`config.mk`:
```
export PLATFORM = sky130hd
export DESIGN_NAME = cle_ctrl
export DESIGN_NICKNAME = d
export VERILOG_FILES = /design/src/design/cle_pkg.sv /design/src/design/cle_ctrl.sv
export SDC_FILE = /design/constraint.sdc
export NUM_CORES = 1
export LEC_CHECK = 0
export BUFFER_PORTS_ARGS = -buffer_cell sky130_fd_sc_hd__clkbuf_2
export CAP_MARGIN = 20
export CELL_PAD_IN_SITES_DETAIL_PLACEMENT = 0
export CELL_PAD_IN_SITES_GLOBAL_PLACEMENT = 1
export CORE_ASPECT_RATIO = 0.9
export CORE_UTILIZATION = 26
export CTS_BUF_LIST = sky130_fd_sc_hd__clkbuf_4 sky130_fd_sc_hd__clkbuf_8
export CTS_CLUSTER_DIAMETER = 30
export DETAILED_ROUTE_END_ITERATION = 7
export MAX_ROUTING_LAYER = met4
export PLACE_DENSITY = 0.87
export SYNTH_ARGS = -nofsm -noshare
export SYNTH_HDL_FRONTEND = slang
export SYNTH_SLANG_ARGS = --single-unit
export TNS_END_PERCENT = 1
```
`constraint.sdc`:
```
create_clock -name clk -period 1.59 [get_ports clk]
set_input_delay 0.318 -clock clk [delete_from_list [all_inputs] [get_ports clk]]
set_output_delay 0.318 -clock clk [all_outputs]
set_load 0.01 [all_outputs]
```
`src/design/cle_pkg.sv`:
```
`timescale 1ns / 1ps
// ----------------------------------------------------------------------------
// cle_pkg
// types, codes and defaults shared by the cursor list engine
// ----------------------------------------------------------------------------
package cle_pkg;
  localparam int DefDepth = 1024;
  localparam int DefDataWidth = 32;
  localparam int KindW = 4;
  localparam int IdxW = 11;
  localparam int ValW = 32;
  localparam int StatW = 2;

  typedef enum logic [KindW-1:0] {
    K_CLEAR = 4'd0, K_FWD = 4'd1, K_BACK = 4'd2, K_HOME = 4'd3,
    K_RDIDX = 4'd4, K_RDCUR = 4'd5, K_INS = 4'd6, K_REM = 4'd7,
    K_TRUNC = 4'd8, K_ADD = 4'd9, K_SUB = 4'd10, K_MUL = 4'd11,
    K_DIV = 4'd12
  } kind_t;

  typedef enum logic [StatW-1:0] {
    ST_OK = 2'd0, ST_RANGE = 2'd1, ST_FULL = 2'd2, ST_DIVZ = 2'd3
  } status_t;

  typedef enum logic [3:0] {
    S_IDLE, S_DECIDE, S_RD, S_RDW, S_INSR, S_INSW, S_REMR, S_REMW,
    S_ARR, S_ARW, S_ARC, S_DIV, S_DONE, S_SHOW
  } state_t;

  // controller to datapath
  typedef struct packed {
    logic load;      // capture request
    logic addr_req;  // ram read at request address
    logic addr_walk; // ram read at walk pointer
    logic addr_prev; // ram read at walk pointer - 1
    logic addr_next; // ram read at walk pointer + 1
    logic wr_ins;    // write value at walk pointer
    logic wr_rdata;  // write read data at walk pointer
    logic wr_arith;  // write arithmetic result at walk pointer
    logic walk_init_end;
    logic walk_init_idx;
    logic walk_init_zero;
    logic walk_dec;
    logic walk_inc;
    logic capture;   // latch read data for output
    logic mul_cap;   // latch add, sub or mul result
    logic div_start;
    logic commit;    // update count and cursor
    logic emit;
  } ctl_t;

  // datapath to controller
  typedef struct packed {
    kind_t kind;
    status_t check;
    logic walk_at_idx;  // walk pointer equals request index
    logic walk_last;    // walk pointer + 1 >= count (+ 2 for remove)
    logic div_done;
  } sts_t;
endpackage

```
`src/design/cle_ctrl.sv`:
```
`timescale 1ns / 1ps
// ----------------------------------------------------------------------------
// cle_ctrl
// request sequencer for the cursor list engine
// ----------------------------------------------------------------------------
module cle_ctrl (
  input  logic          clk,
  input  logic          rst,
  input  logic          start,
  output logic          busy,
  input  cle_pkg::sts_t sts,
  output cle_pkg::ctl_t ctl
);
  import cle_pkg::*;
  state_t state, state_next;

  always_ff @(posedge clk) begin
    if (rst) state <= S_IDLE;
    else state <= state_next;
  end

  always_comb begin
    state_next = state;
    case (state)
      S_IDLE: if (start) state_next = S_DECIDE;
      S_DECIDE: begin
        if (sts.check != ST_OK) state_next = S_DONE;
        else case (sts.kind)
          K_RDIDX, K_RDCUR: state_next = S_RD;
          K_INS: state_next = sts.walk_at_idx ? S_INSW : S_INSR;
          K_REM: state_next = sts.walk_last ? S_DONE : S_REMR;
          K_ADD, K_SUB, K_MUL, K_DIV: state_next = sts.walk_last ? S_DONE : S_ARR;
          default: state_next = S_DONE;
        endcase
      end
      S_RD: state_next = S_RDW;
      S_RDW: state_next = S_DONE;
      S_INSR: state_next = S_INSW;
      S_INSW: state_next = sts.walk_at_idx ? S_DONE : S_INSR;
      S_REMR: state_next = S_REMW;
      S_REMW: state_next = sts.walk_last ? S_DONE : S_REMR;
      S_ARR: state_next = S_ARW;
      S_ARW: begin
        if (sts.kind == K_DIV) state_next = S_DIV;
        else state_next = S_ARC;
      end
      S_DIV: if (sts.div_done) state_next = S_ARC;
      S_ARC: state_next = sts.walk_last ? S_DONE : S_ARR;
      S_DONE: state_next = S_SHOW;
      S_SHOW: state_next = S_IDLE;
      default: state_next = S_IDLE;
    endcase
  end

  always_comb begin
    ctl = '0;
    busy = (state != S_IDLE);
    case (state)
      S_IDLE: ctl.load = start;
      S_DECIDE: begin
        ctl.walk_init_end = (sts.kind == K_INS);
        ctl.walk_init_idx = (sts.kind == K_REM);
        ctl.walk_init_zero = !(sts.kind == K_INS || sts.kind == K_REM);
      end
      S_RD: ctl.addr_req = 1'b1;
      S_RDW: ctl.capture = 1'b1;
      S_INSR: ctl.addr_prev = 1'b1;
      S_INSW: begin
        ctl.addr_walk = 1'b1;
        if (sts.walk_at_idx) ctl.wr_ins = 1'b1;
        else begin
          ctl.wr_rdata = 1'b1;
          ctl.walk_dec = 1'b1;
        end
      end
      S_REMR: ctl.addr_next = 1'b1;
      S_REMW: begin
        ctl.addr_walk = 1'b1;
        ctl.wr_rdata = 1'b1;
        ctl.walk_inc = 1'b1;
      end
      S_ARR: ctl.addr_walk = 1'b1;
      S_ARW: begin
        ctl.addr_walk = 1'b1;
        ctl.mul_cap = 1'b1;
        ctl.div_start = (sts.kind == K_DIV);
      end
      S_DIV: ctl.addr_walk = 1'b1;
      S_ARC: begin
        ctl.addr_walk = 1'b1;
        ctl.wr_arith = 1'b1;
        ctl.walk_inc = 1'b1;
      end
      S_DONE: begin
        ctl.commit = 1'b1;
        ctl.emit = 1'b1;
      end
      default: ;
    endcase
  end
endmodule

```
==> impl_metrics.tcl, run 1 <==
set metrics [dict create \
    synth_cell_types 33 \
    stdcell_count 141 \
    setup_viol 12 \
    globalRoute.totalOverflow 0 \
    r2r_setup_slack_ps -180 \
    htreeDepth 1 \
    clockBufferDepth 2 \
    worstHoldStart "rst" \
    port_buffers 30 \
    yosys_warnings 0 \
    drt-total-wl_um 1750 \
    cp_max_fo 2 \
    finalCritPeriodShare_pct 124 \
    min_period_ps 1980 \
    fin_area_um2 853 \
    grt_first_pass_wirelength_um 2860 \
    fp.dieW_um 49.2 \
    synth_fp_nets 91 \
    initial_core_util_pct 29.4 \
    insertion_delay_ps 240 \
    chipHeight_um 44.4 \
    place.gp.congestion 0.883 \
    fin_nets 131 \
    timing.slew.headroom_pct 79.3 \
    crit_chain "or4b_4 -> nor4bb_4 -> and2_1 -> buf_2" \
    place_inst 137 \
    dieArea_um2 2190 \
    finish.utilization_pct 48.2 \
    synth_flop_cell "dfxtp_1" \
    p_leak_nw 0.412 \
    ys_ff_latch 4 \
    syn_inst 79 \
    worstSetupPathType "reg2out" \
    reg_top3 "state: 4 flops" \
    max_freq_mhz 505 \
    r2r-start "state[1]" \
    critPathLaunch "state[1]" \
    slew_violations 0 \
    crit_slowest_cell "or4b_4" \
    grt_pass1_vias 641 \
    maxCapViolations 0 \
    ctsRootBufferMaster "clkbuf_4" \
    seq_area_frac_synth_pct 15.4 \
    antenna_left 0 \
    sw_frac_of_total_pct 42.7 \
    setup_slack_ps -389 \
    fin_skew_ps 8.13 \
    synthArstFlopShare_pct 0 \
    power_density_nw_per_um2 809 \
    clk_pin_slew_ps 40 \
    rsz0062_at_grt "yes" \
    area_delta_synth_final_pct 63.9 \
    crit_arrival_ps 1660 \
    status "complete, but fails checks" \
    first_pass_iters 4 \
    place_area_um2 752 \
    core.rowCount 14 \
    violations "negative setup slack" \
    max-vdd-ir-drop_mv 0.437 \
    hp-class "in2reg" \
    critical_path.max_stage_delay_ps 560 \
    critPathLaunchType "register" \
    cts_tree "built" \
    numCtsBuffers 3 \
    dr.first_iter.drc_count 11 \
    io_pins 31 \
    top_register "state" \
    diodes 0 \
    hold_violations 0 \
    antenna_found_initial 0 \
    grt_max_degree 16 \
    dp_hpwl_um 1300 \
    crit_required_ps 1270 \
    cts_sinks 4 \
    routed_via_density 5.18 \
    track_usage_pct 17.6 \
    post-place-ws_ps -209 \
    vias 730 \
    syn_avg_cell_area_um2 6.59 \
    p_seq_share_pct 19.2 \
    p_int_w 0.000396 \
    power_frac_comb_pct 61.4 \
    drc_errors 0 \
    nFillCells 171 \
    clockPowerShare_pct 19.4 \
    drive_above_1_share_pct 51.3 \
    power_switching_w 0.000295 \
    cp-end-kind "primary output" \
    core_area_um2 1770 \
    tightest_slew_ps 310 \
    wl_per_cell_um 12.4 \
    syn-cell-area_um2 520 \
    finalPower_w 0.000691 \
    synth_edf_count 0 \
    largest_register_ffs 4 \
]
## critical path, delay by kind of cell (launching register included)
kind / cells / cell delay, ps
buffers and inverters: 1 / 120
DFF: 1 / 310
and+or+nand+nor: 3 / 990
## logic make-up after synthesis
logic type / count (synthesis) / synth area share (%)
flip-flops: 4 / 15.4
AO/OA/AOI/OAI: 22 / 27.9
AND/OR/NAND/NOR: 44 / 49.5
buffers and inverters: 9 / 7.21
## cell usage after synthesis, drive strengths merged (2+ instances only)
library cell	number	area, um^2
clkbuf	4	15.0
or2	2	12.5
a21oi	6	30.0
nand2	5	18.8
inv	4	15.0
dfxtp	4	80.1
nor3	4	20.0
nor2	11	41.3
nor2b	3	18.8
nand2b	6	37.5
nor4	3	18.8
o21ai	5	25.0
a31oi	2	12.5
## power groups by stage
| stage | combinational (W) | sequential [W] | clock, W |
|---|---|---|---|
| detailed placement | 0.000365 | 0.000129 | 0 |
| finish | 0.000424 | 0.000133 | 0.000134 |
| CTS | 0.000400 | 0.000131 | 0.000135 |
| global placement | 0.000365 | 0.000127 | 0 |
| global route | 0.000459 | 0.000135 | 0.000147 |
| floorplan | 0.000219 | 0.000135 | 0 |
## layout make-up
cell class / count / area [um^2] / share of cell area [%]
sequential: 4 / 82.6 / 9.68
tap: 24 / 30.0 / 3.52
timing repair buffer: 40 / 244 / 28.6
inverter: 4 / 17.5 / 2.05
clock buffer: 3 / 22.5 / 2.64
multi-input combinational: 66 / 457 / 53.5
## layer usage
metal	share of wire (%)	track usage [%]	up-vias
li1	-	-	370
met1	46	21.9	342
met2	50	28.2	18
met3	3.9	6.19	0
met4	0	1.76	0
met5	0	-	-
## cell usage in the layout (no fill, tap or decap), types with 2 or more instances in the layout
master,instances
a21oi_1,5
a31oi_1,2
buf_2,6
buf_4,6
buf_6,3
clkbuf_2,24
clkbuf_4,3
dfxtp_1,2
dfxtp_2,2
inv_1,3
nand2_1,4
nand2b_1,6
nor2_1,8
nor2_2,3
nor2b_1,3
nor3_1,4
o21ai_0,5
or2_2,2
## path summary, 6_finish.rpt
| kind | endpoint | cells after the start |
|---|---|---|
| min | state[1] | 2 |
| max | ctl[8] | 4 |
| max reg2reg | state[0] | 6 |
| min reg2reg | state[3] | 3 |
## stage by stage
step	TNS (ps)	hold slack [ps]
after floorplan	-202	383
after global routing	-3090	324
final	-1970	335
after global placement	-406	561
after detailed placement	-487	562
after CTS	-2220	323
## repair_timing
action                     in CTS  in global routing
buffers inserted                1                  0
hold buffers                    0                  0
resized for setup              10                 15
cloned                          0                  0
setup endpoints to repair      19                 21
hold endpoints to repair        0                  0
pin swaps                       2                  2
Power figures use the tool's default switching activity.
==> run 2: changes to the inputs <==
--- a/config.mk
+++ b/config.mk
@@ -11,11 +11,12 @@
 export CELL_PAD_IN_SITES_GLOBAL_PLACEMENT = 1
 export CORE_ASPECT_RATIO = 0.9
 export CORE_UTILIZATION = 26
-export CTS_BUF_LIST = sky130_fd_sc_hd__clkbuf_4 sky130_fd_sc_hd__clkbuf_8
+export CTS_BUF_LIST = sky130_fd_sc_hd__clkbuf_8
 export CTS_CLUSTER_DIAMETER = 30
 export DETAILED_ROUTE_END_ITERATION = 7
 export MAX_ROUTING_LAYER = met4
 export PLACE_DENSITY = 0.87
+export REMOVE_ABC_BUFFERS = 1
 export SYNTH_ARGS = -nofsm -noshare
 export SYNTH_HDL_FRONTEND = slang
 export SYNTH_SLANG_ARGS = --single-unit
==> run 2 against run 1 <==
The flow still finishes with violations (negative setup slack). Die area did not move. First-iteration DRC count is 27% higher. Critical path type unchanged. Total power increased by 12%. Largest cell class unchanged. Core utilization is 0.42 points higher.
==> impl_metrics.tcl, run 2 (synthesis gave the netlist of run 1 again) <==
set metrics [dict create \
    status "complete, but fails checks" \
    violations "negative setup slack" \
    insertion_delay_ps 220 \
    critPathLaunchType "register" \
    grt_pass1_vias 635 \
    reg_top3 "state: 4 flops" \
    top_register "state" \
    path_buf_inv 2 \
    layout_common_cells "clkbuf_2, nor2_1, buf_4" \
    drt-total-wl_um 1780 \
    dp_hpwl_um 1280 \
    cp-end-kind "primary output" \
    hp-class "in2reg" \
    fin_tns_setup_ps -1550 \
    largest_register_ffs 4 \
    clockBufferDepth 2 \
    slew_violations 0 \
    stdcell_count 141 \
    track_usage_pct 17.9 \
    nFillCells 180 \
    first_pass_iters 5 \
    routed_via_density 5.25 \
    dieArea_um2 2190 \
    crit_required_ps 1270 \
    r2r_setup_slack_ps -130 \
    fp.dieW_um 49.2 \
    initial_core_util_pct 29.4 \
    rr_endpoint "state[3]" \
    cp_max_fo 3 \
    crit_arrival_ps 1630 \
    globalRoute.totalOverflow 0 \
    cts_sinks 4 \
    ctsRootBufferMaster "clkbuf_8" \
    fin_nets 131 \
    place.gp.congestion 0.830 \
    area_delta_synth_final_pct 65.4 \
    crit_chain "or4b_4 -> buf_4 -> and4bb_1 -> buf_2" \
    worstRegToRegCells 5 \
    ctsHoldBuffers 0 \
    drc_errors 0 \
    power_density_nw_per_um2 895 \
    drive_above_1_share_pct 51.3 \
    fin_skew_ps 5.22 \
    finalCritPeriodShare_pct 123 \
    critical_path.max_stage_delay_ps 550 \
    r2r-start "state[1]" \
    numCtsBuffers 3 \
    setup_slack_ps -360 \
    io_pins 31 \
    setup_viol 9 \
    tightest_slew_ps 279 \
    worstHoldStart "rst" \
    crit_cells 4 \
    wl_per_cell_um 12.6 \
    chipHeight_um 44.4 \
    htreeDepth 1 \
    final_common_cell "clkbuf_2" \
    fin_area_um2 861 \
    cts_tree "built" \
    core.rowCount 14 \
    diodes 0 \
    place_inst 138 \
    grt_first_pass_wirelength_um 2840 \
    clk_pin_slew_ps 30 \
    holdPathStages 2 \
    crit_slowest_cell "or4b_4" \
    max-vdd-ir-drop_mv 0.688 \
    whs_endpoint "state[0]" \
    dr.first_iter.drc_count 14 \
    place_area_um2 753 \
    timing.slew.headroom_pct 81.4 \
    rsz0062_at_grt "yes" \
    antenna_left 0 \
    grt_max_degree 16 \
    antenna_found_initial 0 \
    port_buffers 30 \
    max_freq_mhz 513 \
    vias 740 \
    worstSetupPathType "reg2out" \
    core_area_um2 1770 \
    p_leak_nw 0.419 \
    min_period_ps 1950 \
    cp_top_family "simple AND/OR/NAND/NOR gates" \
    hold_violations 0 \
    post-place-ws_ps -184 \
    maxCapViolations 0 \
    finalPower_w 0.000770 \
]
## run 2: cell counts in the layout (fill, tap and decap cells not counted)
Identical to the previous run, type by type.
## run 2: cell type report
type                       instances  area (um^2)  area share (%)
multi-input combinational         66          452            52.5
tap                               24         30.0            3.49
timing repair buffer              40          240            27.9
inverter                           4         15.0            1.74
clock buffer                       3         41.3            4.80
sequential                         4         82.6            9.59
## run 2: timing repair
action,4_1_cts,5_1_grt
setup buffers,0,0
pin swaps,1,1
gates resized for setup,9,14
endpoints found under the setup margin,12,17
## run 2: worst register-to-register path, cell delays in order, from the launching register on
cell	delay, ps
dfxtp_1	320
buf_6	150
or3_4	400
or3b_2	500
a21oi_2	130
o32ai_1	90
## run 2: routing by layer
layer  wire length [um]  track usage [%]  part of all wire [%]
met5                  0                -                     0
met2                799             27.7                    45
met4                  0             5.29                     0
met3                166             4.81                   9.3
met1                811             22.8                    46
## run 2: stage by stage
step / hold slack (ps) / util, %
after floorplan: 383 / -
after global placement: 570 / 42.6
after detailed placement: 561 / 42.6
after CTS: 350 / 47.1
after global routing: 369 / 48.7
final: 361 / 48.7
## run 2: worst max-delay path by stage
| stage | startpoint | end | slack (ps) |
|---|---|---|---|
| finish | state[2] | ctl[9] | -360 |
| global route | state[2] | ctl[8] | -440 |
| CTS | state[2] | ctl[8] | -370 |
| detailed placement | state[2] | ctl[8] | -180 |
| global placement | state[2] | ctl[8] | -150 |
| floorplan | state[0] | ctl[8] | -240 |
## run 2: power by group
group | internal, W | switching, W
Sequential | 0.000121 | 0.0000115
Combinational | 0.000200 | 0.000226
Clock | 0.000161 | 0.0000504
